## config.mk

```make
export PLATFORM = sky130hd
export DESIGN_NAME = max_priority_scan_queue
export DESIGN_NICKNAME = d
export VERILOG_FILES = /design/src/hdl/mpsq_pkg.sv /design/src/hdl/max_priority_scan_queue.sv /design/src/hdl/mpsq_max_track.sv
export VERILOG_INCLUDE_DIRS = /design/src /design/src/hdl
export SDC_FILE = /design/constraint.sdc
export NUM_CORES = 1
export LEC_CHECK = 0
export BUFFER_PORTS_ARGS = -buffer_cell sky130_fd_sc_hd__clkbuf_2
export CORE_MARGIN = 1
export CORE_UTILIZATION = 55
export DETAILED_ROUTE_END_ITERATION = 7
export PLACE_DENSITY = 0.71
export SLEW_MARGIN = 0
export SYNTH_ARGS = -nofsm -noshare
export SYNTH_HDL_FRONTEND = slang
export SYNTH_SLANG_ARGS = --single-unit
```

## constraint.sdc

```tcl
create_clock -name clk -period 6.8 [get_ports clk]
set_clock_uncertainty 0.1 [all_clocks]
set_input_delay 1.36 -clock clk [delete_from_list [all_inputs] [get_ports clk]]
set_output_delay 1.36 -clock clk [all_outputs]
set_load 0.02 [all_outputs]
```

## src/hdl/max_priority_scan_queue_defines.svh

```systemverilog
// Assertion helpers shared by the queue RTL.
// Both macros expect clk and rst to be visible where they are used.
`ifndef MAX_PRIORITY_SCAN_QUEUE_DEFINES_SVH
`define MAX_PRIORITY_SCAN_QUEUE_DEFINES_SVH

// Same-cycle implication, disabled during reset.
`define MPSQ_ASSERT(label, ante, cons, msg) \
  label: assert property (@(posedge clk) disable iff (rst) (ante) |-> (cons)) \
    else $error(msg);

// Next-cycle implication, disabled during reset.
`define MPSQ_ASSERT_NEXT(label, ante, cons, msg) \
  label: assert property (@(posedge clk) disable iff (rst) (ante) |=> (cons)) \
    else $error(msg);

`endif

```

## src/hdl/mpsq_pkg.sv

```systemverilog
`timescale 1ns / 1ps

package mpsq_pkg;

  localparam int DEPTH  = 16;
  localparam int IDX_W  = (DEPTH > 1) ? $clog2(DEPTH) : 1;
  localparam int CNT_W  = $clog2(DEPTH + 1);
  localparam int ID_W   = 16;
  localparam int PRIO_W = 32;

  typedef logic [IDX_W-1:0] idx_t;
  typedef logic [CNT_W-1:0] cnt_t;

  typedef struct packed {
    logic [ID_W-1:0]   id;
    logic [PRIO_W-1:0] prio;
  } slot_t;

  // one read beat coming back from the slot store during a scan
  typedef struct packed {
    logic vld;
    logic first;
    idx_t idx;
  } beat_t;

  typedef struct packed {
    idx_t  idx;
    slot_t slot;
  } best_t;

  localparam logic MODE_ENQ = 1'b0;
  localparam logic MODE_DEQ = 1'b1;

endpackage

```

## src/hdl/max_priority_scan_queue.sv

```systemverilog
`timescale 1ns / 1ps
// Enqueue or dequeue on empty: the request goes from idle straight to the done state.
// Dequeue of n entries: a scan over all n slots through one read port on the slot store and
// one compare unit, then a shift of the later slots down by one through the same read port.
// One item in flight; the output register lets the next item start while a result waits.
// Synchronous active-high reset empties the queue and drops any pending result.
`include "max_priority_scan_queue_defines.svh"

module max_priority_scan_queue (
  input  logic                        clk,
  input  logic                        rst,
  input  logic                        req_valid,
  output logic                        req_stall,
  input  logic                        mode,
  input  logic [mpsq_pkg::ID_W-1:0]   proc_id,
  input  logic [mpsq_pkg::PRIO_W-1:0] priority_req,
  output logic                        res_valid,
  input  logic                        res_stall,
  output logic                        out_valid,
  output logic [mpsq_pkg::ID_W-1:0]   out_id,
  output logic [mpsq_pkg::PRIO_W-1:0] out_priority,
  output logic                        dropped,
  output logic                        is_empty
);
  import mpsq_pkg::*;

  typedef enum logic [4:0] {
    ST_IDLE   = 5'b00001,
    ST_SCAN   = 5'b00010,
    ST_LOCATE = 5'b00100,
    ST_SHIFT  = 5'b01000,
    ST_DONE   = 5'b10000
  } state_t;

  state_t state;
  cnt_t   count;
  cnt_t   scan_idx;

  slot_t  mem [DEPTH];
  slot_t  rd_data;
  idx_t   rd_addr;
  idx_t   rd_idx;
  idx_t   wr_idx;
  logic   rd_vld;
  logic   rd_first;
  logic   issue;
  logic   req_accept;
  logic   full;
  logic   enq_wr;
  logic   sh_wr;
  logic   out_free;
  beat_t  beat;
  best_t  best;

  // staged result, moved to the output register when it frees up
  logic              st_valid;
  logic [ID_W-1:0]   st_id;
  logic [PRIO_W-1:0] st_prio;
  logic              st_drop;
  logic              st_empty;

  assign req_stall  = (state != ST_IDLE);
  assign req_accept = req_valid && !req_stall;
  assign full       = (count >= cnt_t'(DEPTH));
  assign enq_wr     = req_accept && (mode == MODE_ENQ) && !full;
  assign issue      = ((state == ST_SCAN) || (state == ST_SHIFT)) && (scan_idx < count);
  assign rd_addr    = scan_idx[IDX_W-1:0];
  assign sh_wr      = rd_vld && (state == ST_SHIFT);
  assign wr_idx     = rd_idx - idx_t'(1);
  assign out_free   = !res_valid || !res_stall;

  assign beat.vld   = rd_vld && (state == ST_SCAN);
  assign beat.first = rd_first;
  assign beat.idx   = rd_idx;

  mpsq_max_track u_track (
    .clk  (clk),
    .beat (beat),
    .slot (rd_data),
    .best (best)
  );

  // slot store: one write, one registered read per cycle
  always_ff @(posedge clk) begin
    if (enq_wr) begin
      mem[count[IDX_W-1:0]] <= '{id: proc_id, prio: priority_req};
    end else if (sh_wr) begin
      mem[wr_idx] <= rd_data;
    end
    rd_data <= mem[rd_addr];
  end

  always_ff @(posedge clk) begin
    rd_idx   <= rd_addr;
    rd_first <= (state == ST_SCAN) && (scan_idx == '0);
  end

  always_ff @(posedge clk) begin
    if (rst) begin
      state     <= ST_IDLE;
      count     <= '0;
      scan_idx  <= '0;
      rd_vld    <= 1'b0;
      res_valid <= 1'b0;
    end else begin
      rd_vld <= issue;
      if (issue) begin
        scan_idx <= scan_idx + cnt_t'(1);
      end
      // ST_DONE reloads the output register itself
      if (res_valid && !res_stall && (state != ST_DONE)) begin
        res_valid <= 1'b0;
      end

      unique case (state)
        ST_IDLE: begin
          if (req_accept) begin
            st_valid <= 1'b0;
            st_id    <= '0;
            st_prio  <= '0;
            if (mode == MODE_ENQ) begin
              st_drop  <= full;
              st_empty <= 1'b0;
              if (!full) begin
                count <= count + cnt_t'(1);
              end
              state <= ST_DONE;
            end else if (count == '0) begin
              st_drop  <= 1'b0;
              st_empty <= 1'b1;
              state    <= ST_DONE;
            end else begin
              scan_idx <= '0;
              state    <= ST_SCAN;
            end
          end
        end
        ST_SCAN: begin
          // leave once every read has been issued and its beat consumed
          if (!issue && !rd_vld) begin
            state <= ST_LOCATE;
          end
        end
        ST_LOCATE: begin
          st_valid <= 1'b1;
          st_id    <= best.slot.id;
          st_prio  <= best.slot.prio;
          st_drop  <= 1'b0;
          st_empty <= (count == cnt_t'(1));
          scan_idx <= cnt_t'(best.idx) + cnt_t'(1);
          state    <= ST_SHIFT;
        end
        ST_SHIFT: begin
          if (!issue && !rd_vld) begin
            count <= count - cnt_t'(1);
            state <= ST_DONE;
          end
        end
        ST_DONE: begin
          if (out_free) begin
            out_valid    <= st_valid;
            out_id       <= st_id;
            out_priority <= st_prio;
            dropped      <= st_drop;
            is_empty     <= st_empty;
            res_valid    <= 1'b1;
            state        <= ST_IDLE;
          end
        end
        default: begin
          state <= ST_IDLE;
        end
      endcase
    end
  end

  `MPSQ_ASSERT_NEXT(a_busy_after_accept, req_accept, req_stall, "no stall after accept")
  `MPSQ_ASSERT(a_count_bound, 1'b1, count <= cnt_t'(DEPTH), "entry count above depth")
  `MPSQ_ASSERT(a_result_flags, res_valid && dropped, !out_valid && !is_empty, "bad drop flags")

endmodule

```

## src/hdl/mpsq_max_track.sv

```systemverilog
`timescale 1ns / 1ps

module mpsq_max_track (
  input  logic            clk,
  input  mpsq_pkg::beat_t beat,
  input  mpsq_pkg::slot_t slot,
  output mpsq_pkg::best_t best
);
  import mpsq_pkg::*;

  best_t best_q;
  logic  take;

  // strict greater-than keeps the earliest entry on a tie
  assign take = beat.vld && (beat.first || (slot.prio > best_q.slot.prio));

  always_ff @(posedge clk) begin
    if (take) begin
      best_q.idx  <= beat.idx;
      best_q.slot <= slot;
    end
  end

  assign best = best_q;

endmodule

```

# == Word-level counts from Yosys, hierarchy flattened ==
# Memory sizes are Yosys's and may differ from the RTL's. A register that Yosys moved wholly into a read port is not among the register bits.
# Cells that the tools add are included.
# op_classes
addsub,5
order_cmp,3
eq_ne,15
n_mux,42
bitwise,2
n_reduce_logical,30
# ops
operator,n
$mux 5,14
$pmux 32 s2,1
$mux 48,1
$reduce_or 48->1,1
$gt 32x32->1,1
$mux 32,1
$pmux 16 s2,1
$pmux 5 s5,1
$pmux 5 s2,2
$mux 1,16
$mux 16,1
$logic_and 1x1->1,11
$add 5x1->5 const B,2
$eq 5x1->1 const B,2
$logic_not 5->1,2
$ne 2x2->1 const B,4
$reduce_and 4->1,2
$logic_not 1->1,6
$pmux 1 s2,3
$reduce_and 3->1,2
$add 4x1->5 const B,1
$eq 5x2->1 const B,1
$eq 5x3->1 const B,1
$eq 5x4->1 const B,1
other kinds (14),19
# word_totals
reg_bits,176
mem_bits_rw,768
inputBits,53
output_inout_bits,53
memories,1
# mem_list
memory,depth,width,rd,rd_ports_with_merged_regs,wr,line_no,source
mem,16,48,1,1,1,max_priority_scan_queue.sv:39,slot_t mem [DEPTH];

# == Longest topological paths before layout ==
# Gate-level depths: netlist of run 1.
# logic_depth
ltp_word,9
mapped_depth,8
ltp_nobuf,7

# == Cells and area by module ==
# Synthesis of run 1 repeated with hierarchy kept, for this count alone.
# hier_totals
hier_cells,1795
area_unflattened_um2,37729.9
# modules_own_cells
module,instances,cells_per_inst,area_per_inst_um2,seq_area_each_um2
max_priority_scan_queue,1,1631,35337.6,27526.4
mpsq_max_track,1,164,2392.3,1561.5

# == Worst setup path after synthesis of run 1 ==
# OpenSTA, ideal clock, no wires.
# synth_path
path_type,input port to flip-flop
startpoint,input port mode
endpoint,memory mem[15][0] (netlist bit) (enable)
setup_ns,0.523
t_arrival_ns,5.592
t_required_ns,6.177
setup_slack_ns,0.585
cell_stages,4
path_buffers,0
cell_sequence,nor4_2 -> nand2_1 -> o32ai_1 -> nor3b_1
# synth_via
elab_chain_cells,7
# synth_rtl
item,line_no,source
"start, declared",max_priority_scan_queue.sv:14,"input logic mode,"
$not 1->1 *,-,
$logic_and 1x1->1 * (2 in a row),max_priority_scan_queue.sv:65,assign enq_wr = req_accept && (mode == MODE_ENQ) && !full;
$mux 1,max_priority_scan_queue.sv:85,if (enq_wr) begin
$mux 1 (not written as such),max_priority_scan_queue.sv:88,mem[wr_idx] <= rd_data;
$reduce_or 48->1 (no line),-,
$mux 4 (no line) or $mux 1 (tied branches),-,
"end, declared",max_priority_scan_queue.sv:39,
# Every way passes the cells marked *; elsewhere a longest branch is shown, timed or not.

# == Final worst setup path of run 1 ==
# layout_path
startpoint,register state[1]
endpoint,memory mem[1][1] (netlist bit) (enable)
# layout_via
elab_chain_cells,9
# layout_rtl
item,line_no,source
"start, declared",max_priority_scan_queue.sv:35,state_t state;
"start signal, assigned",max_priority_scan_queue.sv:100,state <= ST_IDLE;
"start signal, assigned",max_priority_scan_queue.sv:127,state <= ST_DONE;
"start signal, assigned",max_priority_scan_queue.sv:131,state <= ST_DONE;
$ne 5x1->1,max_priority_scan_queue.sv:62,assign req_stall = (state != ST_IDLE);
$logic_not 1->1,max_priority_scan_queue.sv:63,assign req_accept = req_valid && !req_stall;
$logic_and 1x1->1,max_priority_scan_queue.sv:63,
$logic_and 1x1->1 (2 in a row),max_priority_scan_queue.sv:65,
$mux 1,max_priority_scan_queue.sv:85,
$mux 1 (not written as such),max_priority_scan_queue.sv:88,
$reduce_or 48->1 (no line),-,
$mux 4 (no line) or $mux 1 (tied branches),-,
# Parallel ways exist; a longest one is shown, timed or not.

==> results.yml, run 1 <==
floorplanning:
  dieWidth_um: 263
  core_mm2: 0.0673
  die_y_um: 263
  core.rowCount: 95
  io_pins: 106
  start_util_pct: 55.7
  die_area_mm2: 0.0692
power:
  p_per_area_mw_per_mm2: 294
  max-vdd-ir-drop_mv: 0.206
  power.leakage_nw: 13.9
global_route:
  grt_pass1_wl_um: 119000
  grt_antenna_before_repair: 2
  track_usage_pct: 23.5
  grt_max_degree: 143
  grt_pass1_vias: 18400
  grt_overflow_total: 0
clock_tree:
  clockBufferDepth: 3
  cts_resized: 0
  post_cts_buffers: 0
  cts_root_buf: "clkbuf_16"
  htreeDepth: 3
  cts.clk_slew.worst_paths_ps: 60
  cts.sink_count: 992
  cts_buffers: 98
  clk_latency_ps: 660
  cts_tree: "yes"
  cts_hold_repair.buffers: 0
synth:
  synthCells: 1780
  ys.flop_type: "edfxtp_1"
  yosys_warnings: 0
  async_flop_share_pct: 0
  synth_area_per_cell_um2: 21.1
  synth-seq-cells: 992
  yosysUniqueCellTypes: 55
  synth_nets: 1877
  yosys.area.top_type: "edfxtp_1"
  synth.area.top_cells: "edfxtp_1 (74%), mux4_2 (14%), dfxtp_1 (3.7%)"
  synth-edff-count: 922
  netlist_area_mm2: 0.0375
  yosysTopAreaCellShare_pct: 73.8
  yosysSeqAreaShare_pct: 77.6
route:
  drc: 0
  finalWirelength_um: 79100
  ant_nets: 0
  vias_per_cell: 6.17
  vias: 17900
  drtIter0Drc: 1903
  first_pass_iters: 5
  wl_per_cell_um: 27.3
worst_setup_path:
  slowest_stage: "and3_2"
  start_kind: "register"
  path_cells: "nor4_2 > and3_2 > nand2_1 > o21ai_1 > and3_2 > buf_4"
  ff2ff_path_depth: 6
  required_ps: 6990
  crit_type: "reg2reg"
  cp.arrival_ps: 4550
  worst-path-stages: 6
  crit_buf_inv: 1
  cp_common_cell: "and3_2"
  cp-end-kind: "register"
  critPathTopFamily: "simple AND/OR/NAND/NOR gates"
  critPathMaxFanout: 28
  cp_slowest_stage_delay_ps: 1040
hold_path:
  min_delay_path_depth: 0
  hold_class: "reg2reg"
place:
  hpwlAfterDp_um: 42000
  place_area_mm2: 0.0392
  gp_congestion: 0.791
  io_buffers: 105
final_layout:
  layout-drive-gt1-share_pct: 27.7
  final_cell_mix: "edfxtp_1 (922), mux4_2 (240), nand2_1 (161)"
  mostFrequentLayoutCell: "edfxtp_1"
  nets: 2040
  syn_to_final_growth_pct: 13.1
  finish.instance_area_mm2: 0.0424
timing:
  finalCriticalPeriod_ps: 4350
  slew_violations: 0
  max_freq_mhz: 230
  setup_viol: 0
  period_share_pct: 64.0
  worst_pin_slew_ps: 1210
  hold_viol_final: 0
  fin_setup_tns_ps: 0
  slew_headroom_pct: 18.9
  holdWs_ps: 314
  rsz0062_at_grt: "false"
outcome:
  outcome: "completed"
flow_run:
  maxCapViolations: 0
## synthesized netlist by cell type, types with 4 or more instances
master and instances:
a21o_1 4, mux2_2 4, nand4_1 6, and2_1 20, inv_1 48, buf_1 7
nor3_1 11, edfxtp_1 922, nand2_1 161, ha_1 44, nor2_1 44, o21ai_0 13
buf_2 22, nand3_1 7, and3_1 9, clkbuf_1 47, mux4_2 240, a21oi_1 21
xnor2_1 7, nor4_1 4, dfxtp_1 70, and4_1 8, nor3b_1 10
## final cells by class
| cell class | count | area, um^2 |
|---|---|---|
| clock buffer | 136 | 2750 |
| multi-input combinational | 662 | 7990 |
| clock inverter | 48 | 474 |
| tap | 873 | 1090 |
| inverter | 49 | 185 |
| fill | 4465 | 24900 |
| antenna | 1 | 2.50 |
| timing repair buffer | 140 | 826 |
| sequential | 992 | 29100 |
## cell families after synthesis
kind of cell,synth area share (%)
XOR/XNOR,0.187
adder cells (fa/ha/maj),1.47
AND/OR/NAND/NOR,3.64
multiplexers,14.6
flip-flops,77.6
AO/OA/AOI/OAI,1.25
buffers and inverters,1.34
## metrics by stage
stage / util (%) / power, mW / std cells / setup slack (ps)
after floorplan: - / 7.08 / 1780 / 585
after global placement: 58.3 / 7.19 / 2716 / 2530
after detailed placement: 58.3 / 7.21 / 2716 / 2460
after CTS: 63.0 / 12.5 / 2900 / 2440
after global routing: 63.0 / 12.8 / 2900 / 2230
final: 63.0 / 12.5 / 2901 / 2450
## routing by layer
| layer | global-route usage (%) | wire [um] | part of all wire, % |
|---|---|---|---|
| met5 | 0 | 0 | 0 |
| met4 | 6.69 | 1380 | 1.7 |
| met3 | 4.46 | 6430 | 8.1 |
| met2 | 36.8 | 38500 | 49 |
| met1 | 34.3 | 32800 | 41 |
## sequential cells by signal (all words and copies together), names as in the netlist
name          count
st_empty          1
rd_vld            1
rd_idx            4
st_drop           1
dropped           1
rd_data          48
st_prio          32
out_valid         1
st_valid          1
rd_first          1
out_priority     32
res_valid         1
is_empty          1
state             5
count             5
mem             768
st_id            16
scan_idx          5
out_id           16
u_track.best     52
## worst paths after layout
path | from | to | slack [ps]
setup / recovery | state[1] | mem[1][1] | 2450
hold / removal | st_prio[26] | out_priority[26] | 310
setup reg to reg | state[1] | mem[1][1] | 2450
hold reg to reg | st_prio[26] | out_priority[26] | 310
## power by group
group	internal (mW)	total (mW)	switching, mW
registers	6.75	6.79	0.0400
clock network	3.13	5.38	2.25
logic	0.0936	0.289	0.195
total	9.98	12.5	2.48
## worst reg2reg max path, stage by stage (launching register included)
cell and delay (ps):
dfxtp_1 380, nor4_2 580, and3_2 770, nand2_1 170
o21ai_1 420, and3_2 1040, buf_4 520
(Power assumes the default switching activity.)
==> run 2, diff against run 1 <==
--- a/config.mk
+++ b/config.mk
@@ -6,6 +6,7 @@
 export SDC_FILE = /design/constraint.sdc
 export NUM_CORES = 1
 export LEC_CHECK = 0
+export ABC_AREA = 1
 export BUFFER_PORTS_ARGS = -buffer_cell sky130_fd_sc_hd__clkbuf_2
 export CORE_MARGIN = 1
 export CORE_UTILIZATION = 55
==> constraint.sdc (replaced) <==
create_clock -name clk -period 4.05 [get_ports clk]
set_clock_uncertainty 0.1 [all_clocks]
set_input_delay 0.81 -clock clk [delete_from_list [all_inputs] [get_ports clk]]
set_output_delay 0.81 -clock clk [all_outputs]
set_load 0.02 [all_outputs]
==> run 2 against run 1 <==
Combinational power rose to 5.2 times the previous value. Cell count rose by 34%. Sequential cell count did not move.
==> results.yml, run 2 <==
place:
  place_area_mm2: 0.0401
  gp_congestion: 0.804
  io_buffers: 105
  dp.cells: 3708
  hpwlAfterDp_um: 47500
route:
  finalWirelength_um: 89000
  vias: 23500
  first_pass_iters: 6
  ant_nets: 0
  drtIter0Drc: 2375
  drc: 0
  wl_per_cell_um: 22.9
  vias_per_cell: 6.03
final_layout:
  mostFrequentLayoutCell: "edfxtp_1"
  layout-drive-gt1-share_pct: 13.7
  finish.instance_area_mm2: 0.0435
  syn_to_final_growth_pct: 13.2
  nets: 2975
  largest_reg_flops: 768
  final_cell_mix: "edfxtp_1 (922), nor2_1 (455), o21ai_0 (392)"
  antenna_cells: 0
  stdcell_count: 3893
  top_register: "mem"
floorplanning:
  die_area_mm2: 0.0710
  die_y_um: 266
  dieWidth_um: 266
  core.rowCount: 96
  start_util_pct: 55.8
  core_mm2: 0.0689
  io_pins: 106
global_route:
  grt_overflow_total: 0
  grt_max_degree: 247
  track_usage_pct: 25.3
  grt_pass1_wl_um: 136000
  grt_antenna_before_repair: 1
  grt_pass1_vias: 23100
worst_setup_path:
  required_ps: 4240
  rrSetupSlack_ps: 990
  critPathMaxFanout: 52
  crit_type: "reg2reg"
  cp-end-kind: "register"
  start_kind: "register"
  cp.arrival_ps: 3250
timing:
  slew_headroom_pct: 20.1
  holdWs_ps: 313
  finalCriticalPeriod_ps: 3060
  hold_viol_final: 0
  period_share_pct: 75.6
  worst_pin_slew_ps: 1200
  slew_violations: 0
  max_freq_mhz: 327
  fin_setup_tns_ps: 0
  setup_viol: 0
  rsz0062_at_grt: "false"
synth:
  yosys.area.top_type: "edfxtp_1"
  yosys_warnings: 0
  synth_area_per_cell_um2: 13.8
  synth.most_common_cell: "edfxtp_1"
  netlist_area_mm2: 0.0385
  yosysUniqueCellTypes: 40
  synth_common_cells: "edfxtp_1 (922), nor2_1 (474), o21ai_0 (392)"
  yosysTopAreaCellShare_pct: 72.0
  synth-seq-cells: 992
  ys.flop_type: "edfxtp_1"
  synth-edff-count: 922
  synthCells: 2789
  async_flop_share_pct: 0
  yosysSeqAreaShare_pct: 75.6
  synth.area.top_cells: "edfxtp_1 (72%), o21ai_0 (5.1%), nor2_1 (4.6%)"
  synth_nets: 2886
clock_tree:
  cts_buffers: 99
  cts_resized: 0
  cts_root_buf: "clkbuf_16"
  cts.sink_count: 992
  cts_hold_repair.buffers: 0
  clockBufferDepth: 3
  clk_latency_ps: 650
  cts.clk_slew.worst_paths_ps: 60
  post_cts_buffers: 0
  htreeDepth: 3
  cts_tree: "yes"
power:
  max-vdd-ir-drop_mv: 0.361
  power.leakage_nw: 15.1
  p_per_area_mw_per_mm2: 522
flow_run:
  maxCapViolations: 0
outcome:
  outcome: "completed"
hold_path:
  hold_class: "reg2reg"
-- run 2: cell types whose count changed after synthesis, moves of 20 or more --
cell / change
o221ai_1: +76
mux2_4: +38
and2_1: -20
nand2_1: +24
clkbuf_1: +65
o22ai_1: +115
o21ai_0: +379
mux4_2: -240
buf_2: +21
inv_1: +40
nand3_1: +95
nor2_1: +430
-- run 2: cells by family (layout without fill, tap and decap cells) --
| family | count (synthesis) | count (layout) | synth area share [%] |
|---|---|---|---|
| xor gates and xnor gates | 11 | 11 | 0.251 |
| muxes | 47 | 47 | 1.75 |
| AOI/OAI and AO/OA | 644 | 644 | 9.72 |
| adders and majority gates | 44 | 44 | 1.43 |
| DFF | 992 | 992 | 75.6 |
| and+or+nand+nor | 788 | 788 | 8.31 |
| buffers and inverters | 263 | 436 | 2.91 |
-- run 2: where the power goes --
| part | internal (mW) | switching, mW |
|---|---|---|
| Combinational | 0.443 | 1.04 |
| Sequential | 11.6 | 0.193 |
| Clock | 5.64 | 3.78 |
-- run 2: layout make-up --
| class | instances | area [um^2] |
|---|---|---|
| clock buffers | 134 | 2820 |
| multi-input cells | 1534 | 8410 |
| fillers | 5012 | 25400 |
| repair buffers | 156 | 1110 |
| flip-flops and latches | 992 | 29100 |
| inverters | 95 | 372 |
| clock inverters | 51 | 569 |
| well taps | 931 | 1160 |
-- run 2: path summary, 6_finish.rpt --
kind | from | end | cells past startpoint
hold reg to reg | st_valid | out_valid | 0
hold / removal | st_valid | out_valid | 0
setup reg to reg | u_track.best[31] | u_track.best[33] | 10
setup / recovery | u_track.best[31] | u_track.best[33] | 10
-- run 2: worst max-delay path, stage by stage (launching register included) --
cell and delay (ps):
edfxtp_1 320, inv_1 50, ha_1 290, nand2_1 150, nor2_1 290, nor3b_1 640, nand2_1 130, nand2_1 80
nand2_1 90, a21oi_4 160, buf_12 350
-- run 2: per-stage QoR --
| step | utilization [%] | total power, mW | setup WS (ps) |
|---|---|---|---|
| 2_1_floorplan | - | 12.9 | 150 |
| 3_3_place_gp | 58.2 | 13.5 | 1010 |
| 3_5_place_dp | 58.2 | 13.5 | 967 |
| 4_1_cts | 63.1 | 22.8 | 983 |
| 5_1_grt | 63.1 | 23.4 | 913 |
| 6_report | 63.1 | 22.7 | 990 |
-- run 2: layer usage --
metal  share of wire (%)  vias up  track usage, %  wire, um
met5               0.015        -               0        13
met4                 2.1        2            7.49      1880
met3                 7.9      131            3.60      7020
met2                  48     1033            40.5     42600
met1                  42    11800            36.3     37500
li1                    -    10500               -         -
==> run 3, diff against run 2 <==
--- a/config.mk
+++ b/config.mk
@@ -6,7 +6,7 @@
 export SDC_FILE = /design/constraint.sdc
 export NUM_CORES = 1
 export LEC_CHECK = 0
-export ABC_AREA = 1
+export ABC_AREA = 0
 export BUFFER_PORTS_ARGS = -buffer_cell sky130_fd_sc_hd__clkbuf_2
 export CORE_MARGIN = 1
 export CORE_UTILIZATION = 55
==> constraint.sdc (replaced) <==
create_clock -name clk -period 2.87 [get_ports clk]
set_clock_uncertainty 0.1 [all_clocks]
set_input_delay 0.574 -clock clk [delete_from_list [all_inputs] [get_ports clk]]
set_output_delay 0.574 -clock clk [all_outputs]
set_load 0.02 [all_outputs]
==> run 3 against run 2 <==
Final area shrank 0.76%. Combinational power shrank 47%. Register-to-register slack lost 870 ps. Utilization grew 1.1 points. Critical path type unchanged. Largest cell class unchanged.
==> results.yml, run 3 (same netlist as run 1, synthesis figures left out) <==
timing:
  rsz0062_at_grt: "false"
  worst_slack_ps: 116
  worst_pin_slew_ps: 1010
  finalCriticalPeriod_ps: 2750
  max_freq_mhz: 363
  slew_violations: 0
  setup_viol: 0
  period_share_pct: 96.0
  slew_headroom_pct: 32.5
  hold_viol_final: 0
global_route:
  grt_pass1_wl_um: 121000
  grt_pass1_vias: 18600
  grt_overflow_total: 0
  track_usage_pct: 24.0
  grt_max_degree: 77
  grt_antenna_before_repair: 2
route:
  vias_per_cell: 6.12
  wl_per_cell_um: 27.5
  finalWirelength_um: 81000
  vias: 18000
  drc: 0
  ant_nets: 0
  first_pass_iters: 5
  drtIter0Drc: 1807
floorplanning:
  die_y_um: 263
  dieWidth_um: 263
  io_pins: 106
  core.rowCount: 95
  core_mm2: 0.0673
  start_util_pct: 55.7
  die_area_mm2: 0.0692
final_layout:
  stdcell_count: 2943
  finish.instance_area_mm2: 0.0432
  mostFrequentLayoutCell: "edfxtp_1"
  largest_reg_flops: 768
  top_register: "mem"
  final_cell_mix: "edfxtp_1 (922), mux4_2 (240), nand2_1 (160)"
  syn_to_final_growth_pct: 15.2
  nets: 2086
  layout-drive-gt1-share_pct: 29.9
  n_fill_cell: 4426
clock_tree:
  clk_latency_ps: 660
  cts_resized: 1
  cts.sink_count: 992
  cts.clk_slew.worst_paths_ps: 60
  cts_buffers: 97
  cts_root_buf: "clkbuf_16"
  htreeDepth: 3
  post_cts_buffers: 0
  clockBufferDepth: 3
  cts_hold_repair.buffers: 0
  cts_tree: "yes"
worst_setup_path:
  r2r_start: "state[0]"
  path_cells: "nor4_4 > and3_2 > a21oi_2 > o32ai_2 > nor3b_4 > buf_12"
  slowest_stage: "nor4_4"
  cp-end-kind: "register"
  crit_type: "reg2reg"
  ff2ff_path_depth: 6
  rr_endpoint: "mem[7][39]"
  rrSetupSlack_ps: 120
  start_kind: "register"
  critPathMaxFanout: 33
  cp_slowest_stage_delay_ps: 510
  required_ps: 3080
  cp.arrival_ps: 2970
place:
  place_area_mm2: 0.0401
  post-place-ws_ps: 179
  gp_congestion: 0.824
  io_buffers: 105
  dp.cells: 2763
  hpwlAfterDp_um: 47700
hold_path:
  min_delay_path_depth: 3
  min_to: "res_valid"
  hold_start: "res_stall"
  hold_class: "in2reg"
flow_run:
  maxCapViolations: 0
outcome:
  outcome: "completed"
power:
  p_per_area_mw_per_mm2: 673
  max-vdd-ir-drop_mv: 0.480
  totalPowerFinal_mw: 29.1
  power.leakage_nw: 14.2
run 3: changes by cell type in the layout (fill, tap and decap cells not counted), moves of 37 or more:
| cell | previous run | this run |
|---|---|---|
| o22ai_1 | 116 | 0 |
| nand3_1 | 102 | 6 |
| o21ai_0 | 392 | 13 |
| nor2_1 | 455 | 43 |
| o221ai_1 | 76 | 0 |
| mux4_2 | 0 | 240 |
| inv_1 | 85 | 48 |
| mux2_4 | 38 | 0 |
run 3: worst max-delay path, delay by kind of cell (launching register included):
family          cells  cell delay [ps]
simple gates        3             1290
compound gates      2              350
flops               1              370
buf+inv             1              290
run 3: final cells by class:
| cell class | instances | area [um^2] | share of cell area (%) |
|---|---|---|---|
| Antenna cell | 1 | 2.50 | 0.00579 |
| Clock buffer | 127 | 2640 | 6.11 |
| Clock inverter | 52 | 427 | 0.988 |
| Inverter | 49 | 185 | 0.429 |
| Multi-Input combinational cell | 662 | 8160 | 18.9 |
| Sequential cell | 992 | 29100 | 67.4 |
| Tap cell | 873 | 1090 | 2.53 |
| Timing Repair Buffer | 187 | 1590 | 3.68 |
run 3: how the worst max path moves through the flow:
| stage | cells after the start | slack [ps] | from | endpoint |
|---|---|---|---|---|
| 3_5_place_dp | 6 | 180 | state[0] | mem[14][17] |
| 2_1_floorplan | 6 | -320 | state[0] | mem[15][0] |
| 4_1_cts | 6 | 140 | state[0] | mem[14][6] |
| 5_1_grt | 6 | 20 | state[0] | mem[14][6] |
| 6_report | 6 | 120 | state[0] | mem[7][39] |
| 3_3_place_gp | 6 | 240 | state[0] | mem[15][34] |
run 3: report_power, final:
part | leakage, nW | total [mW] | internal [mW] | switching [mW]
Combinational | 3.80 | 0.786 | 0.274 | 0.512
Sequential | 8.93 | 16.1 | 16.0 | 0.0977
Clock | 1.50 | 12.2 | 6.94 | 5.24
run 3: per-stage QoR:
step / TNS, ps / utilization [%] / hold slack [ps]
floorplan: -149730 / - / 253
global placement: 0 / 59.6 / 301
detailed placement: 0 / 59.6 / 305
CTS: 0 / 64.2 / 76.8
global route: 0 / 64.2 / 108
finish: 0 / 64.2 / 108
run 3: per-layer routing:
metal	wire (um)	track usage, %
met1	32900	34.0
met2	39300	38.3
met3	7570	5.83
met4	1230	5.66
met5	0	0
